`src/xcrc_pkg.sv`:
```
`timescale 1ns / 1ps

package xcrc_pkg;

  localparam int unsigned DEF_MAX_BLOCK_BYTES = 1024;
  localparam int unsigned DEF_ADDRESS_WIDTH   = 32;

  // result queue between the front and the back
  localparam int unsigned QDEPTH = 4;
  localparam int unsigned QAW    = $clog2(QDEPTH);

  localparam logic [7:0] B_SOH  = 8'h01;
  localparam logic [7:0] B_STX  = 8'h02;
  localparam logic [7:0] B_EOT  = 8'h04;
  localparam logic [7:0] B_ACK  = 8'h06;
  localparam logic [7:0] B_NAK  = 8'h15;
  localparam logic [7:0] B_CAN  = 8'h18;
  localparam logic [7:0] B_POLL = 8'h43;

  localparam logic [10:0] SHORT_LEN = 11'd128;
  localparam logic [15:0] CRC_POLY  = 16'h1021;

  localparam logic [1:0] ACT_START   = 2'd0;
  localparam logic [1:0] ACT_BYTE    = 2'd1;
  localparam logic [1:0] ACT_TIMEOUT = 2'd2;
  localparam logic [1:0] ACT_WRITE   = 2'd3;

  localparam logic [1:0] KIND_TX     = 2'd0;
  localparam logic [1:0] KIND_STAGE  = 2'd1;
  localparam logic [1:0] KIND_COMMIT = 2'd2;
  localparam logic [1:0] KIND_DONE   = 2'd3;

  localparam logic [2:0] ST_OK      = 3'd0;
  localparam logic [2:0] ST_TIMEOUT = 3'd1;
  localparam logic [2:0] ST_CANCEL  = 3'd2;
  localparam logic [2:0] ST_LARGE   = 3'd3;
  localparam logic [2:0] ST_WFAIL   = 3'd4;

  localparam logic [1:0] REG_DEST  = 2'd0;
  localparam logic [1:0] REG_MAX   = 2'd1;
  localparam logic [1:0] REG_TRIES = 2'd2;

  typedef enum logic [2:0] {
    PH_IDLE  = 3'd0,
    PH_WAIT  = 3'd1,
    PH_NUM   = 3'd2,
    PH_CMP   = 3'd3,
    PH_DATA  = 3'd4,
    PH_CRCH  = 3'd5,
    PH_CRCL  = 3'd6,
    PH_WRITE = 3'd7
  } phase_t;

  // what the front decided to do with the accepted beat
  typedef enum logic [3:0] {
    OP_NONE,
    OP_START,
    OP_CANCEL,
    OP_EOT,
    OP_HEADER,
    OP_REWAIT,
    OP_NUM,
    OP_CMP,
    OP_DATA,
    OP_CRCH,
    OP_NAK_REWAIT,
    OP_ACK_REWAIT,
    OP_TOO_LARGE,
    OP_COMMIT,
    OP_WRITE_OK,
    OP_WRITE_FAIL
  } op_t;

  typedef struct packed {
    logic [1:0]  kind;
    logic [7:0]  tx_byte;
    logic [9:0]  stage_index;
    logic [7:0]  stage_data;
    logic [31:0] commit_address;
    logic [10:0] commit_length;
    logic [2:0]  status;
    logic [31:0] received_length;
    logic        last;
  } res_t;

  typedef struct packed {
    logic [1:0] n;
    res_t       r0;
    res_t       r1;
  } push_t;

  function automatic res_t mk_send(input logic [7:0] b);
    res_t r;
    r         = '0;
    r.kind    = KIND_TX;
    r.tx_byte = b;
    return r;
  endfunction

  function automatic res_t mk_done(input logic [2:0] st, input logic [7:0] tx,
                                   input logic [31:0] len);
    res_t r;
    r                 = '0;
    r.kind            = KIND_DONE;
    r.tx_byte         = tx;
    r.status          = st;
    r.received_length = len;
    return r;
  endfunction

  function automatic logic [15:0] crc_byte(input logic [15:0] crc, input logic [7:0] b);
    logic [15:0] c;
    c = crc ^ {b, 8'h00};
    for (int k = 0; k < 8; k++) begin
      if (c[15]) c = {c[14:0], 1'b0} ^ CRC_POLY;
      else       c = {c[14:0], 1'b0};
    end
    return c;
  endfunction

endpackage

```
`src/xmodem_crc_block_receiver.sv`:
```
`timescale 1ns / 1ps

// XMODEM-CRC / XMODEM-1K receiver. Each input beat is one event (start, received byte,
// read timeout, flash write result); the front decodes it in the cycle it is accepted,
// updates the frame state and CRC-16 (one byte per cycle while there is room) and
// pushes zero, one or two result beats into a four-entry queue. The back drains that
// queue into an output register at one result per clock while out_ready is high. An
// event is taken every cycle while the queue has two free slots, so events giving at
// most one result sustain one per cycle; events giving two results take two output
// beats. Payload bytes go out as staging beats; after a commit beat, bytes and
// timeouts are accepted but dropped until a write result event arrives.
module xmodem_crc_block_receiver import xcrc_pkg::*; #(
  parameter int unsigned MAX_BLOCK_BYTES = DEF_MAX_BLOCK_BYTES,
  parameter int unsigned ADDRESS_WIDTH   = DEF_ADDRESS_WIDTH
) (
  input  logic        clk,
  input  logic        rst,
  input  logic        in_valid,
  output logic        in_ready,
  input  logic [1:0]  action,
  input  logic [7:0]  rx_byte,
  input  logic        write_ok,
  input  logic        cfg_valid,
  output logic        cfg_ready,
  input  logic [1:0]  cfg_index,
  input  logic [31:0] cfg_data,
  output logic        out_valid,
  input  logic        out_ready,
  output logic [1:0]  kind,
  output logic [7:0]  tx_byte,
  output logic [9:0]  stage_index,
  output logic [7:0]  stage_data,
  output logic [31:0] commit_address,
  output logic [10:0] commit_length,
  output logic [2:0]  status,
  output logic [31:0] received_length,
  output logic        last
);

  push_t push;
  logic  room;
  logic  head_valid;
  res_t  head;
  logic  pop;

  xcrc_front #(
    .MAX_BLOCK_BYTES(MAX_BLOCK_BYTES),
    .ADDRESS_WIDTH  (ADDRESS_WIDTH)
  ) u_front (
    .clk      (clk),
    .rst      (rst),
    .in_valid (in_valid),
    .in_ready (in_ready),
    .action   (action),
    .rx_byte  (rx_byte),
    .write_ok (write_ok),
    .cfg_valid(cfg_valid),
    .cfg_ready(cfg_ready),
    .cfg_index(cfg_index),
    .cfg_data (cfg_data),
    .room     (room),
    .push     (push)
  );

  xcrc_queue u_queue (
    .clk       (clk),
    .rst       (rst),
    .push      (push),
    .room      (room),
    .head_valid(head_valid),
    .head      (head),
    .pop       (pop)
  );

  xcrc_back u_back (
    .clk            (clk),
    .rst            (rst),
    .head_valid     (head_valid),
    .head           (head),
    .pop            (pop),
    .out_valid      (out_valid),
    .out_ready      (out_ready),
    .kind           (kind),
    .tx_byte        (tx_byte),
    .stage_index    (stage_index),
    .stage_data     (stage_data),
    .commit_address (commit_address),
    .commit_length  (commit_length),
    .status         (status),
    .received_length(received_length),
    .last           (last)
  );

endmodule

```
`src/xcrc_front.sv`:
```
`timescale 1ns / 1ps

module xcrc_front import xcrc_pkg::*; #(
  parameter int unsigned MAX_BLOCK_BYTES = DEF_MAX_BLOCK_BYTES,
  parameter int unsigned ADDRESS_WIDTH   = DEF_ADDRESS_WIDTH
) (
  input  logic        clk,
  input  logic        rst,
  input  logic        in_valid,
  output logic        in_ready,
  input  logic [1:0]  action,
  input  logic [7:0]  rx_byte,
  input  logic        write_ok,
  input  logic        cfg_valid,
  output logic        cfg_ready,
  input  logic [1:0]  cfg_index,
  input  logic [31:0] cfg_data,
  input  logic        room,
  output push_t       push
);

  localparam logic [10:0] LONG_LEN  = 11'(MAX_BLOCK_BYTES);
  localparam logic [31:0] ADDR_MASK = 32'((64'd1 << ADDRESS_WIDTH) - 64'd1);

  logic [31:0] dest_address;
  logic [31:0] max_image_size;
  logic [7:0]  start_try_limit;

  phase_t      phase, phase_next;
  logic [7:0]  block_number, block_number_next;
  logic [7:0]  block_complement, block_complement_next;
  logic [10:0] payload_count, payload_count_next;
  logic        long_block, long_block_next;
  logic [15:0] running_crc, running_crc_next;
  logic [7:0]  crc_high_byte, crc_high_byte_next;
  logic [7:0]  seq_block, seq_block_next;
  logic [31:0] image_offset, image_offset_next;
  logic [7:0]  poll_count, poll_count_next;

  logic        fire;
  op_t         op;
  logic [10:0] blen;
  logic [10:0] cnt_inc;
  logic [31:0] offset_adv;
  logic        blk_good, blk_dup, blk_seq, too_large;
  logic        do_rewait, rw_quiet, rw_timeout;
  logic [31:0] rw_offset;
  logic [7:0]  rw_poll;
  res_t        pre, sec;
  logic        pre_v, sec_v;

  assign cfg_ready = 1'b1;
  assign in_ready  = room;
  assign fire      = in_valid && room;

  assign blen       = long_block ? LONG_LEN : SHORT_LEN;
  assign cnt_inc    = payload_count + 11'd1;
  assign offset_adv = image_offset + {21'd0, blen};
  assign blk_good   = (block_number == ~block_complement) &&
                      ({crc_high_byte, rx_byte} == running_crc);
  assign blk_dup    = block_number == (seq_block - 8'd1);
  assign blk_seq    = block_number == seq_block;
  assign too_large  = ({1'b0, image_offset} + {22'd0, blen}) > {1'b0, max_image_size};

  // classify the beat
  always_comb begin
    op = OP_NONE;
    if (fire) begin
      unique case (action)
        ACT_START: op = OP_START;
        ACT_BYTE: begin
          unique case (phase)
            PH_IDLE, PH_WRITE: op = OP_NONE;
            PH_WAIT: begin
              priority if (rx_byte == B_CAN)                      op = OP_CANCEL;
              else if (rx_byte == B_EOT)                          op = OP_EOT;
              else if (rx_byte == B_SOH || rx_byte == B_STX)      op = OP_HEADER;
              else                                                op = OP_REWAIT;
            end
            PH_NUM:  op = OP_NUM;
            PH_CMP:  op = OP_CMP;
            PH_DATA: op = OP_DATA;
            PH_CRCH: op = OP_CRCH;
            PH_CRCL: begin
              priority if (!blk_good) op = OP_NAK_REWAIT;
              else if (blk_dup)       op = OP_ACK_REWAIT;
              else if (!blk_seq)      op = OP_NAK_REWAIT;
              else if (too_large)     op = OP_TOO_LARGE;
              else                    op = OP_COMMIT;
            end
          endcase
        end
        ACT_TIMEOUT: begin
          unique case (phase)
            PH_IDLE, PH_WRITE: op = OP_NONE;
            PH_WAIT:           op = OP_REWAIT;
            PH_NUM, PH_CMP, PH_DATA, PH_CRCH, PH_CRCL: op = OP_NAK_REWAIT;
          endcase
        end
        ACT_WRITE: begin
          if (phase == PH_WRITE) op = write_ok ? OP_WRITE_OK : OP_WRITE_FAIL;
        end
      endcase
    end
  end

  // going back to wait for a block polls only while no data is accepted
  assign do_rewait  = (op == OP_START) || (op == OP_REWAIT) || (op == OP_NAK_REWAIT) ||
                      (op == OP_ACK_REWAIT) || (op == OP_WRITE_OK);
  assign rw_offset  = (op == OP_START) ? 32'd0 :
                      (op == OP_WRITE_OK) ? offset_adv : image_offset;
  assign rw_poll    = (op == OP_START) ? 8'd0 : poll_count;
  assign rw_quiet   = rw_offset != 32'd0;
  assign rw_timeout = rw_poll >= start_try_limit;

  // next state
  always_comb begin
    phase_next            = phase;
    block_number_next     = block_number;
    block_complement_next = block_complement;
    payload_count_next    = payload_count;
    long_block_next       = long_block;
    running_crc_next      = running_crc;
    crc_high_byte_next    = crc_high_byte;
    seq_block_next        = seq_block;
    image_offset_next     = image_offset;
    poll_count_next       = poll_count;
    unique case (op)
      OP_START: begin
        block_number_next     = 8'd0;
        block_complement_next = 8'd0;
        payload_count_next    = 11'd0;
        long_block_next       = 1'b0;
        running_crc_next      = 16'd0;
        crc_high_byte_next    = 8'd0;
        seq_block_next        = 8'd1;
        image_offset_next     = 32'd0;
        poll_count_next       = 8'd0;
      end
      OP_CANCEL, OP_EOT, OP_TOO_LARGE, OP_WRITE_FAIL: phase_next = PH_IDLE;
      OP_HEADER: begin
        long_block_next    = rx_byte == B_STX;
        payload_count_next = 11'd0;
        running_crc_next   = 16'd0;
        phase_next         = PH_NUM;
      end
      OP_NUM: begin
        block_number_next = rx_byte;
        phase_next        = PH_CMP;
      end
      OP_CMP: begin
        block_complement_next = rx_byte;
        phase_next            = PH_DATA;
      end
      OP_DATA: begin
        running_crc_next   = crc_byte(running_crc, rx_byte);
        payload_count_next = cnt_inc;
        if (cnt_inc >= blen) phase_next = PH_CRCH;
      end
      OP_CRCH: begin
        crc_high_byte_next = rx_byte;
        phase_next         = PH_CRCL;
      end
      OP_COMMIT: phase_next = PH_WRITE;
      OP_WRITE_OK: begin
        image_offset_next = offset_adv;
        seq_block_next    = seq_block + 8'd1;
      end
      OP_NONE, OP_REWAIT, OP_NAK_REWAIT, OP_ACK_REWAIT: ;
    endcase
    if (do_rewait) begin
      phase_next = PH_WAIT;
      if (!rw_quiet) begin
        if (rw_timeout) phase_next = PH_IDLE;
        else            poll_count_next = rw_poll + 8'd1;
      end
    end
  end

  // results of the beat
  always_comb begin
    pre   = '0;
    pre_v = 1'b0;
    sec   = '0;
    sec_v = 1'b0;
    unique case (op)
      OP_CANCEL: begin
        pre_v = 1'b1;
        pre   = mk_done(ST_CANCEL, 8'h00, 32'd0);
      end
      OP_EOT: begin
        pre_v = 1'b1;
        pre   = mk_done(ST_OK, B_ACK, image_offset);
      end
      OP_DATA: begin
        pre_v            = 1'b1;
        pre.kind         = KIND_STAGE;
        pre.stage_index  = payload_count[9:0];
        pre.stage_data   = rx_byte;
      end
      OP_NAK_REWAIT: begin
        pre_v = 1'b1;
        pre   = mk_send(B_NAK);
      end
      OP_ACK_REWAIT, OP_WRITE_OK: begin
        pre_v = 1'b1;
        pre   = mk_send(B_ACK);
      end
      OP_TOO_LARGE: begin
        pre_v = 1'b1;
        pre   = mk_send(B_CAN);
        sec_v = 1'b1;
        sec   = mk_done(ST_LARGE, B_CAN, 32'd0);
      end
      OP_WRITE_FAIL: begin
        pre_v = 1'b1;
        pre   = mk_send(B_CAN);
        sec_v = 1'b1;
        sec   = mk_done(ST_WFAIL, B_CAN, 32'd0);
      end
      OP_COMMIT: begin
        pre_v              = 1'b1;
        pre.kind           = KIND_COMMIT;
        pre.commit_address = (dest_address + image_offset) & ADDR_MASK;
        pre.commit_length  = blen;
      end
      OP_NONE, OP_START, OP_HEADER, OP_REWAIT, OP_NUM, OP_CMP, OP_CRCH: ;
    endcase
    if (do_rewait && !rw_quiet) begin
      sec_v = 1'b1;
      sec   = rw_timeout ? mk_done(ST_TIMEOUT, B_POLL, 32'd0) : mk_send(B_POLL);
    end

    push = '0;
    if (pre_v) begin
      push.r0 = pre;
      push.r1 = sec;
      push.n  = sec_v ? 2'd2 : 2'd1;
    end else begin
      push.r0 = sec;
      push.n  = sec_v ? 2'd1 : 2'd0;
    end
    if (push.n == 2'd2) push.r1.last = 1'b1;
    else                push.r0.last = 1'b1;
  end

  always_ff @(posedge clk) begin
    if (rst) begin
      dest_address     <= 32'd0;
      max_image_size   <= 32'd0;
      start_try_limit  <= 8'd20;
      phase            <= PH_IDLE;
      block_number     <= 8'd0;
      block_complement <= 8'd0;
      payload_count    <= 11'd0;
      long_block       <= 1'b0;
      running_crc      <= 16'd0;
      crc_high_byte    <= 8'd0;
      seq_block        <= 8'd1;
      image_offset     <= 32'd0;
      poll_count       <= 8'd0;
    end else begin
      if (cfg_valid) begin
        unique case (cfg_index)
          REG_DEST:  dest_address    <= cfg_data;
          REG_MAX:   max_image_size  <= cfg_data;
          REG_TRIES: start_try_limit <= cfg_data[7:0];
          default:   ;
        endcase
      end
      phase            <= phase_next;
      block_number     <= block_number_next;
      block_complement <= block_complement_next;
      payload_count    <= payload_count_next;
      long_block       <= long_block_next;
      running_crc      <= running_crc_next;
      crc_high_byte    <= crc_high_byte_next;
      seq_block        <= seq_block_next;
      image_offset     <= image_offset_next;
      poll_count       <= poll_count_next;
    end
  end

endmodule

```
`src/xcrc_queue.sv`:
```
`timescale 1ns / 1ps

module xcrc_queue import xcrc_pkg::*; (
  input  logic  clk,
  input  logic  rst,
  input  push_t push,
  output logic  room,
  output logic  head_valid,
  output res_t  head,
  input  logic  pop
);

  res_t           mem [QDEPTH];
  logic [QAW-1:0] wr_ptr, rd_ptr;
  logic [QAW:0]   count, count_next;

  // a beat may push two results, so keep two slots free
  assign room       = count <= (QAW + 1)'(QDEPTH - 2);
  assign head_valid = count != '0;
  assign head       = mem[rd_ptr];
  assign count_next = count + (QAW + 1)'(push.n) - (QAW + 1)'(pop);

  always_ff @(posedge clk) begin
    if (rst) begin
      wr_ptr <= '0;
      rd_ptr <= '0;
      count  <= '0;
    end else begin
      wr_ptr <= wr_ptr + QAW'(push.n);
      rd_ptr <= rd_ptr + QAW'(pop);
      count  <= count_next;
    end
  end

  always_ff @(posedge clk) begin
    if (push.n != 2'd0) mem[wr_ptr] <= push.r0;
    if (push.n == 2'd2) mem[wr_ptr + QAW'(1)] <= push.r1;
  end

endmodule

```
`src/xcrc_back.sv`:
```
`timescale 1ns / 1ps

module xcrc_back import xcrc_pkg::*; (
  input  logic        clk,
  input  logic        rst,
  input  logic        head_valid,
  input  res_t        head,
  output logic        pop,
  output logic        out_valid,
  input  logic        out_ready,
  output logic [1:0]  kind,
  output logic [7:0]  tx_byte,
  output logic [9:0]  stage_index,
  output logic [7:0]  stage_data,
  output logic [31:0] commit_address,
  output logic [10:0] commit_length,
  output logic [2:0]  status,
  output logic [31:0] received_length,
  output logic        last
);

  res_t held;

  // refill the output register when it is empty or its beat is taken
  assign pop = head_valid && (!out_valid || out_ready);

  always_ff @(posedge clk) begin
    if (rst) begin
      out_valid <= 1'b0;
    end else if (pop) begin
      out_valid <= 1'b1;
    end else if (out_ready) begin
      out_valid <= 1'b0;
    end
  end

  always_ff @(posedge clk) begin
    if (pop) held <= head;
  end

  assign kind            = held.kind;
  assign tx_byte         = held.tx_byte;
  assign stage_index     = held.stage_index;
  assign stage_data      = held.stage_data;
  assign commit_address  = held.commit_address;
  assign commit_length   = held.commit_length;
  assign status          = held.status;
  assign received_length = held.received_length;
  assign last            = held.last;

endmodule

```
`config.mk`:
```
export PLATFORM = sky130hd
export DESIGN_NAME = xmodem_crc_block_receiver
export DESIGN_NICKNAME = d
export VERILOG_FILES = /design/src/xcrc_pkg.sv /design/src/xmodem_crc_block_receiver.sv /design/src/xcrc_front.sv /design/src/xcrc_queue.sv /design/src/xcrc_back.sv
export SDC_FILE = /design/constraint.sdc
export NUM_CORES = 1
export LEC_CHECK = 0
export ABC_AREA = 1
export ABC_CLOCK_PERIOD_IN_PS = 13000
export CORE_MARGIN = 1
export CORE_UTILIZATION = 40
export DETAILED_ROUTE_END_ITERATION = 12
export DONT_BUFFER_PORTS = 1
export GPL_TIMING_DRIVEN = 0
export PLACE_DENSITY = 0.5
export SLEW_MARGIN = 0
export SYNTH_ARGS = -nofsm -noshare
export SYNTH_HDL_FRONTEND = slang
export SYNTH_HIERARCHICAL = 1
export SYNTH_SLANG_ARGS = --single-unit
```
`constraint.sdc`:
```
create_clock -name clk -period 13 [get_ports clk]
set_clock_uncertainty 0.1 [all_clocks]
set_input_delay 2.6 -clock clk [delete_from_list [all_inputs] [get_ports clk]]
set_output_delay 2.6 -clock clk [all_outputs]
set_load 0.05 [all_outputs]
```
# Yosys cells after proc, flatten, opt, wreduce, memory -nomap -nowiden
# Memory sizes are Yosys's and may differ from the RTL's. A register that Yosys moved wholly into a read port is not among the register bits.
# Cells that the tools add are included.
# op_classes
add_sub_neg,12
n_lt_le_gt_ge,4
eq_ne,37
mux,72
bitwise_logic,10
reduce_logical,37
# ops
operator,n
$mux 107,3
$pmux 107 s2,1
$mux 16,7
$mux 109,1
$mux 13,8
$pmux 35 s2,1
$mux 32,2
$pmux 32 s2,1
$pmux 8 s2,4
$mux 43,1
$add 32x11->33,1
$gt 33x32->1,1
$add 32x11->32,1
$add 32x32->32,1
$eq 4x4->1 const B,8
$mux 8,4
$pmux 16 s2,1
$reduce_bool 32->1,1
$mux 4,7
$pmux 4 s7,1
$eq 8x8->1,3
$not 3->3,8
$pmux 11 s2,1
$pmux 3 s7,1
other kinds (49),104
# word_totals
register_bits,183
mem_bits_rw,428
romBits,32
inputBits,50
memories,2
# memory_table
name,depth,word_bits,rd,rd_ports_with_merged_regs,wr,line,source
u_queue.mem,4,107,1,1,2,xcrc_queue.sv:13,res_t mem [QDEPTH];
(name not given),8,4,1,1,0,xcrc_front.sv:94,unique case (phase)

# Logic depth before layout (Yosys ltp)
# logic_depth
word_depth,33
depth_mapped,49

# Hierarchy
# The synthesis kept the hierarchy.
# by_module_without_submodules
mod,n_inst,cells_each,area_per_inst_um2,seq_area_each_um2
xcrc_queue,1,2369,22031.1,12992.5
xcrc_front,1,1840,12399.4,3403.3
xcrc_back,1,113,3260.6,3233.1

# Worst setup path after synthesis
# OpenSTA, ideal clock, no wires.
# synth_timing
path_type,input port to flip-flop
startpoint,input port out_ready
endpoint,register u_queue.count[2]
setup_time_ps,70
arrival_time_ps,9527
required_time_ps,12830
setup_slack_ps,3303
stages,9
path_cell_list,inv_2 > a21oi_1 > ha_1 > inv_1 > ha_1 > inv_1 > fa_1 > nand3b_1 > a21oi_1
# synth_between
elab_chain_cells,3
# synth_rtl
item,line,source
from (decl),xmodem_crc_block_receiver.sv:28,"input logic out_ready,"
$logic_or 1x1->1,xcrc_back.sv:25,assign pop = head_valid && (!out_valid || out_ready);
$logic_and 1x1->1,xcrc_back.sv:25,
net pop,xmodem_crc_block_receiver.sv:44,logic pop;
$sub 3x1->3,xcrc_queue.sv:21,assign count_next = count + (QAW + 1)'(push.n) - (QAW + 1)'(pop);
to (signal assigned),xcrc_queue.sv:31,count <= count_next;
to (decl),xcrc_queue.sv:15,"logic [QAW:0] count, count_next;"
# The timed path passes the listed nets, and every way through them passes these cells.
# A chain may end at the register's enable or synchronous reset.

==> flow_summary.json <==
{
  "setup_slack_ns": 3.92,
  "worstPathArrival_ns": 9.34,
  "yosysTopAreaCellShare": 0.426,
  "groute.usage.overall": 0.251,
  "grt_pass1_vias": 28106,
  "n_fill_cell": 9202,
  "timing.critical_path.mode_cell": "nand2_1",
  "max_stage_delay_ns": 0.69,
  "ys.flop_type": "edfxtp_1",
  "status": "complete, no violations",
  "rows": 112,
  "yosys.cell_types.count": 64,
  "setup_viol": 0,
  "drive_gt1_frac": 0.111,
  "area_delta_synth_final_pct": 13.6,
  "grt_max_degree": 52,
  "netlist_area_um2": 37700,
  "ys_warn_count": 6,
  "crit_type": "flip-flop to flip-flop",
  "dp_hpwl_um": 83500,
  "whs_ns": 0.362,
  "portBuffers": 0,
  "cts-resized-gates": 0,
  "yosysTopAreaCell": "edfxtp_1",
  "start_util": 0.404,
  "cts-root-buf": "clkbuf_16",
  "cts_buffers": 83,
  "maxCapViolations": 0,
  "fin_tns_setup_ns": 0,
  "finalNetCount": 4656,
  "cts_max_path_buffers": 3,
  "worstPathRequired_ns": 13.27,
  "crit_path_max_fanout": 45,
  "drc": 0,
  "first_iter_violations": 2295,
  "post_drt_wl_per_cell_um": 20.4,
  "pre_cts_slack_ns": 4.03,
  "async_reset_ff_frac": 0,
  "core_region_area_um2": 93300,
  "end_kind": "flip-flop",
  "synth_edf_count": 535,
  "drv_slew": 0,
  "routed_wl_um": 120000,
  "synth-seq-cells": 713,
  "grt.overflow.total": 0,
  "routabilityCongestion": 0.907,
  "grt_antenna_before_repair": 1,
  "mostFrequentLayoutCells": "974 x nand2_1, 535 x edfxtp_1, 532 x inv_1, 384 x o21ai_0, 278 x a21oi_1",
  "die_area_um2": 95500,
  "totalPowerFinal_w": 0.00707,
  "pwr_density_cell_nw_per_um2": 165,
  "viasPerCell": 5.05,
  "hold_path.class": "flip-flop to flip-flop",
  "vias": 29585,
  "fmax_mhz": 110,
  "synth.avg_cell_area_um2": 8.72,
  "fp.dieH_um": 309,
  "final_common_cell": "nand2_1",
  "cts.clk_slew.worst_paths_ns": 0.06,
  "cts_setup_buffers": 0,
  "cts_hold_buf": 0,
  "rsz0062_at_grt": "no",
  "antenna_left": 0,
  "die_w_um": 309,
  "p_leak_nw": 17.0,
  "io_pins": 160,
  "first_pass_iters": 8,
  "slowest_stage": "clkbuf_1",
  "r2r_setup_slack_ns": 3.92,
  "cts.sinks": 713,
  "min_path_cells": 2,
  "synth.yosys.seq_area_share": 0.521,
  "netlist_instances": 4322,
  "worstSkewPairLatency_ns": 0.66,
  "cp-start-kind": "flip-flop",
  "rr_worst_depth": 45,
  "finalCriticalPeriod_ns": 9.08,
  "cts_tree": "done",
  "htreeDepth": 3,
  "final-hold-violation-count": 0,
  "fin_crit_sh": 0.698,
  "peakVddDrop_mv": 0.0894,
  "slew-limit-headroom": 0.252,
  "grt_pass1_wl_um": 178000,
  "worstMarginPinSlew_ns": 1.11,
  "synthTopCellsByArea": "edfxtp_1 43%, nand2_1 9.7%, dfxtp_1 9.5%, inv_1 5.3%, o21ai_0 5.1%"
}
[state kept, by name, summed over array words and instances (netlist names), 3 cells and up, named ones only]
name and flops:
u_front/poll_count 8, u_back/commit_length 11, u_front/phase 3, u_back/stage_data 8, u_front/crc_high_byte 8, u_front/start_try_limit 8, u_back/tx_byte 8, u_back/commit_address 32
u_front/payload_count 11, u_front/running_crc 16, u_back/stage_index 10, u_front/seq_block 8, u_back/received_length 32, u_queue/count 3, u_queue/mem 428, u_front/image_offset 25
u_front/block_number 8, u_front/max_image_size 32, u_front/block_complement 8, u_back/status 3, u_front/dest_address 32
[power breakdown]
| group | leakage [nW] | total (W) | internal, W | switching [W] |
|---|---|---|---|---|
| combinational | 8.92 | 0.00118 | 0.000315 | 0.000861 |
| sequential | 6.70 | 0.00351 | 0.00280 | 0.000717 |
| clock | 1.36 | 0.00238 | 0.00140 | 0.000979 |
| total | 17.0 | 0.00707 | 0.00451 | 0.00256 |
[synthesized netlist by cell type (3+ instances only)]
cell type,number
nand2_1,978
edfxtp_1,535
inv_1,532
o21ai_0,384
a21oi_1,279
o21ai_1,225
nor2_1,220
dfxtp_1,178
buf_4,142
o211ai_1,128
clkbuf_1,87
nand3_1,84
buf_2,83
ha_1,71
xor2_1,50
nor3_1,40
buf_6,34
nand4_1,32
o21ai_2,30
xnor2_1,29
a22oi_1,19
buf_1,18
or2_2,17
inv_2,14
nand2_2,12
nor4_1,11
o41ai_1,9
nor2_2,8
nand3b_1,6
or2_1,6
a31oi_1,5
xnor2_2,5
clkinv_1,4
nand2_4,3
nor2_4,3
nor4_2,3
o21a_1,3
o31ai_1,3
[layer usage]
metal / vias to the layer above / wire (µm) / GRT usage
met5: - / 0 / 0
met4: 0 / 3000 / 0.0764
met3: 158 / 7030 / 0.0355
met2: 829 / 55000 / 0.405
met1: 13905 / 54700 / 0.348
li1: 14693 / - / -
[area by class of cell]
type                    count  area, µm²  area share
inverters                 551       2070      0.0484
repair buffers             13        315     0.00737
diodes                      1       2.50   0.0000585
plain buffers             364       2260      0.0528
clock buffers             106       2310      0.0540
well taps                1254       1570      0.0367
clock inverters            47        444      0.0104
flip-flops and latches    713      19600       0.459
multi-input cells        2808      14200       0.332
[final timing paths]
kind,start,end
setup / recovery,u_front/long_block,u_queue/mem[2][35]
hold / removal,u_front/max_image_size[26],u_front/max_image_size[26]
hold reg to reg,u_front/max_image_size[26],u_front/max_image_size[26]
setup reg to reg,u_front/long_block,u_queue/mem[2][35]
[stage by stage]
stage,instance area [µm²],utilization,std cells
after floorplan,38100,-,4436
after global placement,39700,0.425,5690
after detailed placement,40100,0.429,5703
after CTS,42800,0.459,5856
after global routing,42800,0.459,5856
final,42800,0.459,5857
[cell families (layout without fill, tap and decap cells)]
logic type,Yosys count,after routing,synth area share
buffers and inverters,915,1081,0.115
other,2,117,0.000199
and+or+nand+nor,1433,1433,0.157
adders and majority gates,72,72,0.0241
DFF,713,713,0.521
AOI/OAI and AO/OA,1103,1103,0.162
xor gates and xnor gates,84,84,0.0205
[worst max-delay path, delay by kind of cell, from the launching register on]
family | cells | cell delay [ns]
fa+ha+maj | 4 | 1.15
xor+xnor | 1 | 0.42
flops | 1 | 0.43
simple gates | 33 | 4.71
buf+inv | 7 | 1.91
Note: power is estimated with default switching activity, not from simulation.
